==> src/rtl/nlim_pkg.sv <==
// Package for the number list index matcher: widths, character codes,
// register indexes and the structs passed between its modules.
// No dependencies.
`timescale 1ns / 1ps

package nlim_pkg;

    // Width of the tested index; numbers carry one bit more so that the
    // saturated value lies above every index that can be tested.
    localparam int INDEX_WIDTH = 16;
    localparam int NUM_W       = INDEX_WIDTH + 1;
    localparam int PROD_W      = NUM_W + 4;

    localparam logic [NUM_W-1:0] NUM_SAT = {NUM_W{1'b1}};

    // Pattern characters.
    localparam logic [7:0] CH_NUL   = 8'h00;
    localparam logic [7:0] CH_TAB   = 8'h09;
    localparam logic [7:0] CH_SPACE = 8'h20;
    localparam logic [7:0] CH_COMMA = 8'h2C;
    localparam logic [7:0] CH_DASH  = 8'h2D;
    localparam logic [7:0] CH_ZERO  = 8'h30;
    localparam logic [7:0] CH_NINE  = 8'h39;

    // Configuration register indexes.
    typedef enum logic [1:0] {
        REG_LAYER_INDEX    = 2'd0,
        REG_LAYER_COUNT    = 2'd1,
        REG_COUNT_FROM_TOP = 2'd2,
        REG_INVERT_RESULT  = 2'd3
    } cfg_reg_t;

    // Index under test, as derived from the configuration registers.
    typedef struct packed {
        logic             ok;
        logic [NUM_W-1:0] value;
        logic             invert;
    } target_t;

    // End-of-pattern report from the parser.
    typedef struct packed {
        logic done;
        logic hit;
    } parse_result_t;

endpackage

==> src/rtl/nlim_cfg.sv <==
// Configuration registers of the number list index matcher and the
// derivation of the index under test. Depends on nlim_pkg.
`timescale 1ns / 1ps

module nlim_cfg
    import nlim_pkg::*;
(
    input  logic             clk,
    input  logic             rst_n,
    input  logic             wr_en,
    input  logic [1:0]       wr_index,
    input  logic [NUM_W-1:0] wr_data,
    output target_t          target
);

    logic [INDEX_WIDTH-1:0] layer_index_reg;
    logic [NUM_W-1:0]       layer_count_reg;
    logic                   count_from_top_reg;
    logic                   invert_result_reg;

    always_ff @(posedge clk or negedge rst_n)
    begin
        if (!rst_n)
        begin
            layer_index_reg    <= '0;
            layer_count_reg    <= NUM_W'(1);
            count_from_top_reg <= 1'b0;
            invert_result_reg  <= 1'b0;
        end
        else if (wr_en)
        begin
            unique case (cfg_reg_t'(wr_index))
                REG_LAYER_INDEX:    layer_index_reg    <= wr_data[INDEX_WIDTH-1:0];
                REG_LAYER_COUNT:    layer_count_reg    <= wr_data;
                REG_COUNT_FROM_TOP: count_from_top_reg <= wr_data[0];
                REG_INVERT_RESULT:  invert_result_reg  <= wr_data[0];
                default:            ;
            endcase
        end
    end

    logic [NUM_W-1:0] index_ext;
    logic [NUM_W-1:0] top_value;

    assign index_ext = {1'b0, layer_index_reg};
    assign top_value = layer_count_reg - index_ext - NUM_W'(1);

    // Counting from the top is only valid when the count exceeds the index.
    always_comb
    begin
        target.invert = invert_result_reg;
        if (count_from_top_reg)
        begin
            target.ok    = (layer_count_reg > index_ext);
            target.value = top_value;
        end
        else
        begin
            target.ok    = 1'b1;
            target.value = index_ext;
        end
    end

endmodule

==> src/rtl/nlim_parse.sv <==
// Parse state of the number list index matcher: digit accumulation,
// range tracking and the sticky match flag. Depends on nlim_pkg.
`timescale 1ns / 1ps

module nlim_parse
    import nlim_pkg::*;
(
    input  logic          clk,
    input  logic          rst_n,
    input  logic          step,
    input  logic [7:0]    char_in,
    input  target_t       target,
    output parse_result_t result
);

    logic [NUM_W-1:0] acc_reg,   acc_next;
    logic             coll_reg,  coll_next;
    logic [NUM_W-1:0] last_reg,  last_next;
    logic             lnv_reg,   lnv_next;
    logic [NUM_W-1:0] start_reg, start_next;
    logic             open_reg,  open_next;
    logic             match_reg, match_next;

    logic [PROD_W-1:0] prod;
    logic              is_digit;

    assign is_digit = (char_in >= CH_ZERO) && (char_in <= CH_NINE);
    // Times ten as two shifts and an add, plus the digit value.
    assign prod = PROD_W'({acc_reg, 3'b000}) + PROD_W'({acc_reg, 1'b0})
                + PROD_W'(char_in - CH_ZERO);

    always_comb
    begin
        acc_next    = acc_reg;
        coll_next   = coll_reg;
        last_next   = last_reg;
        lnv_next    = lnv_reg;
        start_next  = start_reg;
        open_next   = open_reg;
        match_next  = match_reg;
        result.done = 1'b0;
        result.hit  = 1'b0;

        if (is_digit)
        begin
            acc_next  = (prod > PROD_W'(NUM_SAT)) ? NUM_SAT : prod[NUM_W-1:0];
            coll_next = 1'b1;
        end
        else
        begin
            // A non-digit completes a pending number first.
            if (coll_reg)
            begin
                if (target.ok)
                begin
                    if (acc_reg == target.value)
                        match_next = 1'b1;
                    if (open_reg && (target.value >= start_reg) && (target.value <= acc_reg))
                        match_next = 1'b1;
                end
                open_next = 1'b0;
                coll_next = 1'b0;
                acc_next  = '0;
                last_next = acc_reg;
                lnv_next  = 1'b1;
            end

            case (char_in)
                CH_NUL:
                begin
                    result.done = 1'b1;
                    result.hit  = match_next;
                    acc_next    = '0;
                    coll_next   = 1'b0;
                    last_next   = '0;
                    lnv_next    = 1'b0;
                    start_next  = '0;
                    open_next   = 1'b0;
                    match_next  = 1'b0;
                end
                CH_SPACE, CH_TAB: ;
                CH_COMMA:
                    lnv_next = 1'b0;
                CH_DASH:
                begin
                    if (lnv_next)
                    begin
                        start_next = last_next;
                        open_next  = 1'b1;
                    end
                end
                default:
                begin
                    lnv_next  = 1'b0;
                    open_next = 1'b0;
                end
            endcase
        end
    end

    always_ff @(posedge clk or negedge rst_n)
    begin
        if (!rst_n)
        begin
            acc_reg   <= '0;
            coll_reg  <= 1'b0;
            last_reg  <= '0;
            lnv_reg   <= 1'b0;
            start_reg <= '0;
            open_reg  <= 1'b0;
            match_reg <= 1'b0;
        end
        else if (step)
        begin
            acc_reg   <= acc_next;
            coll_reg  <= coll_next;
            last_reg  <= last_next;
            lnv_reg   <= lnv_next;
            start_reg <= start_next;
            open_reg  <= open_next;
            match_reg <= match_next;
        end
    end

endmodule

==> src/rtl/number_list_index_matcher.sv <==
// Top level of the number list index matcher: input register, parser,
// configuration registers and result register. Depends on nlim_pkg,
// nlim_cfg and nlim_parse.
`timescale 1ns / 1ps

// The block reads a list pattern such as "0, 3-4, 7" one byte per beat and
// reports on the closing zero byte whether the configured index lies in the
// list; every other byte produces no result beat. Digits build a number that
// saturates above the index range, a dash after a number opens a range that
// the next number closes, a comma ends a number's ability to open a range,
// spaces and tabs are skipped, and any other byte ends that ability as well
// and closes any open range. With count_from_top set, the tested index is
// layer_count-1-layer_index, and nothing matches when that is negative.
// The block takes one byte every clock cycle while in_stall is low. A byte is
// captured in the input register and then applied to the parse state, and the
// result of a zero byte passes through the result register before it is
// offered. The single result register is the only point of back pressure:
// a zero byte waits in the input register while an earlier result is still
// stalled, and in_stall rises only then. Configuration writes take effect
// on the next cycle and are meant to be made between patterns.

module number_list_index_matcher
    import nlim_pkg::*;
(
    input  logic             clk,
    input  logic             rst_n,
    input  logic             wr_en,
    input  logic [1:0]       wr_index,
    input  logic [NUM_W-1:0] wr_data,
    input  logic             in_valid,
    output logic             in_stall,
    input  logic [7:0]       pattern_byte,
    output logic             out_valid,
    input  logic             out_stall,
    output logic             matched
);

    target_t       target;
    parse_result_t result;

    logic       in_valid_reg;
    logic [7:0] byte_reg;
    logic       out_valid_reg;
    logic       matched_reg;

    logic out_free;
    logic step;
    logic accept;

    // The result register can take a new beat if it is empty or draining.
    assign out_free = !out_valid_reg || !out_stall;
    // Only a zero byte produces a result, so only it waits on the output.
    assign step     = in_valid_reg && ((byte_reg != CH_NUL) || out_free);
    assign in_stall = in_valid_reg && !step;
    assign accept   = in_valid && !in_stall;

    always_ff @(posedge clk or negedge rst_n)
    begin
        if (!rst_n)
            in_valid_reg <= 1'b0;
        else if (accept)
            in_valid_reg <= 1'b1;
        else if (step)
            in_valid_reg <= 1'b0;
    end

    always_ff @(posedge clk)
    begin
        if (accept)
            byte_reg <= pattern_byte;
    end

    nlim_cfg u_cfg (
        .clk      (clk),
        .rst_n    (rst_n),
        .wr_en    (wr_en),
        .wr_index (wr_index),
        .wr_data  (wr_data),
        .target   (target)
    );

    nlim_parse u_parse (
        .clk     (clk),
        .rst_n   (rst_n),
        .step    (step),
        .char_in (byte_reg),
        .target  (target),
        .result  (result)
    );

    always_ff @(posedge clk or negedge rst_n)
    begin
        if (!rst_n)
            out_valid_reg <= 1'b0;
        else if (step && result.done)
            out_valid_reg <= 1'b1;
        else if (!out_stall)
            out_valid_reg <= 1'b0;
    end

    always_ff @(posedge clk)
    begin
        if (step && result.done)
            matched_reg <= result.hit ^ target.invert;
    end

    assign out_valid = out_valid_reg;
    assign matched   = matched_reg;

endmodule

==> config.mk <==
export PLATFORM = sky130hd
export DESIGN_NAME = number_list_index_matcher
export DESIGN_NICKNAME = d
export VERILOG_FILES = /design/src/rtl/nlim_pkg.sv /design/src/rtl/nlim_cfg.sv /design/src/rtl/nlim_parse.sv /design/src/rtl/number_list_index_matcher.sv
export SDC_FILE = /design/constraint.sdc
export NUM_CORES = 1
export LEC_CHECK = 0
export BUFFER_PORTS_ARGS = -buffer_cell sky130_fd_sc_hd__buf_4
export CORE_MARGIN = 4
export CORE_UTILIZATION = 55
export DETAILED_ROUTE_END_ITERATION = 7
export PLACE_DENSITY = 0.8
export SYNTH_ARGS = -nofsm -noshare
export SYNTH_HDL_FRONTEND = slang
export SYNTH_SLANG_ARGS = --single-unit
export TNS_END_PERCENT = 1
==> constraint.sdc <==
create_clock -name clk -period 10.4 [get_ports clk]
set_clock_uncertainty 0.15 [all_clocks]
set_input_delay 2.6 -clock clk [delete_from_list [all_inputs] [get_ports clk]]
set_output_delay 2.6 -clock clk [all_outputs]
set_load 0.005 [all_outputs]
Word level (Yosys, flattened, before mapping)
Index checks and enable logic that the tools add are counted.

Bits in registers: 101. Input bits: 32. Output and inout port bits: 3. Logic and storage cells: 93.

Add/sub/neg operators: 5. $lt $le $gt $ge: 6. Equality and inequality tests: 10. Multiplexer cells: 27. Bitwise gates (word level): 2. Reduce and logical (&&, ||, !) cells: 28.

Operators with widths (number): 17-bit two-way mux (7); 17-bit one-hot mux with 2 select lines (1); 8-bit by 6-bit equality test with 1-bit output (second input constant) (3); 20-bit by 18-bit adder with 21-bit output (1); 21-bit adder (1); 21-bit by 17-bit > comparator with 1-bit output (second input constant) (1); 18-bit two-way mux (1); 17-bit equality test (1); 17-bit >= comparator (1); 17-bit by 16-bit > comparator with 1-bit output (1); 17-bit less-or-equal comparator (1); 17-bit by 1-bit subtractor with 17-bit output (second input constant) (1); 17-bit by 16-bit subtractor with 17-bit output (1); 1-bit two-way mux (15); 2-bit AND reduction (6); 8-bit by 6-bit subtractor with 9-bit output (second input constant) (1); 8-bit by 4-bit equality test with 1-bit output (second input constant) (1); 8-bit by 6-bit >= comparator with 1-bit output (second input constant) (1); 8-bit by 6-bit less-or-equal comparator with 1-bit output (second input constant) (1); 8-bit zero test (1); 8-bit nonzero test (1); 1-bit logical AND (7); 3-bit OR reduction (2); 2-bit equality test (second input constant) (2); other kinds (12) (19).

Depth between registers and ports, before layout
Depth after elaboration: 13. Gate-level depth with buffers: 19. Depth with buffers taken out: 19.

Hierarchy
A second synthesis with hierarchy kept.

Cells, all modules: 803. Area total of the unflattened synthesis: 7683.6 µm².

Modules (own cells, without submodules): nlim_parse (times used 1, cells an instance 490, area each 4678.2 µm², sequential area each 1376.3 µm²); nlim_cfg (times used 1, cells an instance 289, area each 2587.5 µm², sequential area each 877.1 µm²); number_list_index_matcher (times used 1, cells an instance 24, area each 417.9 µm², sequential area each 320.3 µm²).

Worst setup path before layout
No wires, ideal clock.

Path type: input to output. Start: input out_stall. End: output in_stall. Arrival: 2.780 ns. Required time: 7.650 ns. Setup slack: 4.870 ns. Stages on the path: 2. Buffers on the path: 0. Cell sequence: nand4_1 -> inv_1.

Cells in the longest elaborated chain, start to end: 6.

Ends and longest elaborated chain: start, declared (line number_list_index_matcher.sv:34) `input logic out_stall,`; 1-bit zero test; 1-bit logical OR (line number_list_index_matcher.sv:51) `assign out_free = !out_valid_reg || !out_stall;`; 1-bit logical OR (line number_list_index_matcher.sv:53) `assign step = in_valid_reg && ((byte_reg != CH_NUL) || out_free);`; 1-bit logical AND (line number_list_index_matcher.sv:53); 1-bit zero test (line number_list_index_matcher.sv:54) `assign in_stall = in_valid_reg && !step;`; 1-bit logical AND (line number_list_index_matcher.sv:54); end, declared (line number_list_index_matcher.sv:31) `output logic in_stall,`.

Every way passes these cells.

Worst setup path in the final report
Same ends and word-level chain as after synthesis.

==> impl_metrics.ini <==
[critical_path]
slowest_stage = buf_4
path_class = primary input to output pin
worstPathRequired_ns = 7.65
crit_top_cell = buf_4
path_max_fanout = 3
crit_chain = buf_4 -> nand4_1 -> inv_1 -> buf_4
cp-end-kind = output pin
crit_start = out_stall
worstPathArrival_ns = 3.02
cpLargestDelayFamily = buffers and inverters
cpPeakStageDelay_ns = 0.13
cp-start-kind = primary input
reg2reg_from = u_cfg.layer_count_reg[0]
crit_buf_inv = 3

[route]
via_per_inst = 5.95
first_pass_iters = 5
wire_per_inst_um = 16.6
drc = 0
first_iter_violations = 459
via_count = 5900
routed_wl_mm = 16.5
ant_nets = 0

[clock_tree]
cts-root-buf = clkbuf_16
cts_made_buffers = 9
clk_latency_ns = 0.35
cts_tree = yes
cts_setup_buffers = 0
cts.sink_count = 101
ctsResizeCount = 0
htreeDepth = 3
path_clk_slew_ns = 0.06
cts_hold_buf = 0
clockBufferDepth = 2

[floorplan]
io_pins = 35
start_util = 0.567
core_um2 = 13300
die_w_um = 125
die_area_um2 = 15700
rows = 42
die_h_um = 125

[logic_synthesis]
synth.top_cells.by_area = dfrtp_1, ha_1, fa_1, inv_1, edfxtp_1
yosysTopAreaCellShare = 0.301
netlist_instances = 787
synth_ff_type = dfrtp_1
synthArstFlopShare = 0.911
synth.cell_area_um2 = 7570
synth-edff-count = 9
synth_top_area_cell = dfrtp_1
synth_nets = 912
ys_ff_latch = 101
synth.avg_cell_area_um2 = 9.62
ys_warn_count = 0
yosysMostFrequentCell = dfrtp_1
yosysSeqAreaShare = 0.340
synth_commonest_cells = dfrtp_1, inv_1, ha_1
ys_types = 74

[placed_design]
post-dp-hpwl_mm = 12.6
dp_cells = 976
placed_area_um2 = 7980
gp_congestion = 0.921
port_buffers = 34

[job]
cap_violations = 0

[timing]
fin_setup_tns_ns = 0
tightest_slew_ns = 1.21
setup_viol = 0
drv_slew = 0
rsz0062_at_grt = no
clock.fmax_ghz = 0.173
period_share = 0.555
max_slew_margin = 0.192
layout_min_cycle_time_ns = 5.77
hold_viol_final = 0

[power]
p_int_mw = 1.33
vdd_drop_max_mv = 0.137
clock_power_share = 0.141
p_comb_frac = 0.610
p_seq_frac = 0.248
p_leak_nw = 3.72
p_per_area_nw_per_um2 = 293
swShare = 0.451
p_switching_mw = 1.10

[cells_and_area]
final_nets = 936
num_antenna_cells = 0
fin_cells = 992
drive_gt1_frac = 0.119
finish.utilization = 0.621
fin_area_um2 = 8290
syn2layout_area_growth_pct = 9.40

[hold_path]
hold_path.class = register to register
hold_path.startpoint = u_parse.start_reg[15]

[grt]
overflow = 0
grt_pass1_vias = 5814
grt_usage = 0.215
grt_pass1_wl_mm = 28.0
antenna_found_initial = 0
grt_start_max_net_pins = 51

[status]
outcome = finished clean
==> layout make-up <==
type                            instances  area, um^2
Fill cell                            1129        5060
Clock inverter                          7        78.8
Sequential cell                       101        2570
Inverter                               84         315
Tap cell                              176         220
Multi-Input combinational cell        575        4570
Clock buffer                            9         225
Timing Repair Buffer                   40         300
==> kinds of logic after synthesis <==
logic type	Yosys count	synth area share
flops	101	0.340
simple gates	189	0.121
fa+ha+maj	93	0.170
buf+inv	111	0.0585
mux	61	0.0867
xor+xnor	22	0.0254
compound gates	210	0.198
==> stage by stage <==
step / total power [mW] / hold WS [ns] / worst slack, ns
finish: 2.43 / 0.341 / 4.63
global route: 2.65 / 0.351 / 4.58
CTS: 2.43 / 0.344 / 4.62
detailed placement: 2.08 / 0.326 / 4.62
global placement: 2.03 / 0.320 / 4.65
floorplan: 1.75 / 0.296 / 4.87
==> per-layer routing <==
layer | global-route usage | wire length, um | up-vias
li1 | - | - | 2885
met1 | 0.299 | 7580 | 2864
met2 | 0.347 | 7920 | 127
met3 | 0.0333 | 635 | 24
met4 | 0.0708 | 315 | 0
met5 | 0 | 0 | -
==> worst paths after layout <==
check | to | slack (ns) | depth (start not counted)
max in group asynchronous | u_parse.last_reg[11] | 7.00 | 2
min in group asynchronous | u_cfg.layer_count_reg[12] | 2.08 | 1
worst max-delay path | in_stall | 4.63 | 4
worst max register to register | matched | 5.38 | 18
worst min register to register | u_parse.start_reg[15] | 0.34 | 1
worst min-delay path | u_parse.start_reg[15] | 0.34 | 1
==> power by group through the flow <==
stage	clock network, mW	logic (mW)	registers, mW
final	0.343	1.48	0.603
after global routing	0.367	1.66	0.616
after CTS	0.349	1.48	0.603
after detailed placement	0	1.47	0.609
after global placement	0	1.43	0.605
after floorplan	0	1.18	0.569
==> placed cells by master (no fill, tap or decap), drive strengths merged, types with 6 or more instances in the layout <==
master	count
dfrtp	91
inv	87
ha	76
nand2	65
o21ai	55
a21oi	49
nor2	47
buf	40
mux2	37
mux2i	24
xnor2	18
a221o	18
a22o	17
fa	17
nand3	15
nor2b	10
nor3	10
edfxtp	9
clkbuf	9
a211oi	8
o211ai	8
a21o	7
nand4	7
and3	6
nand3b	6
o21a	6
(Power assumes the default switching activity.)
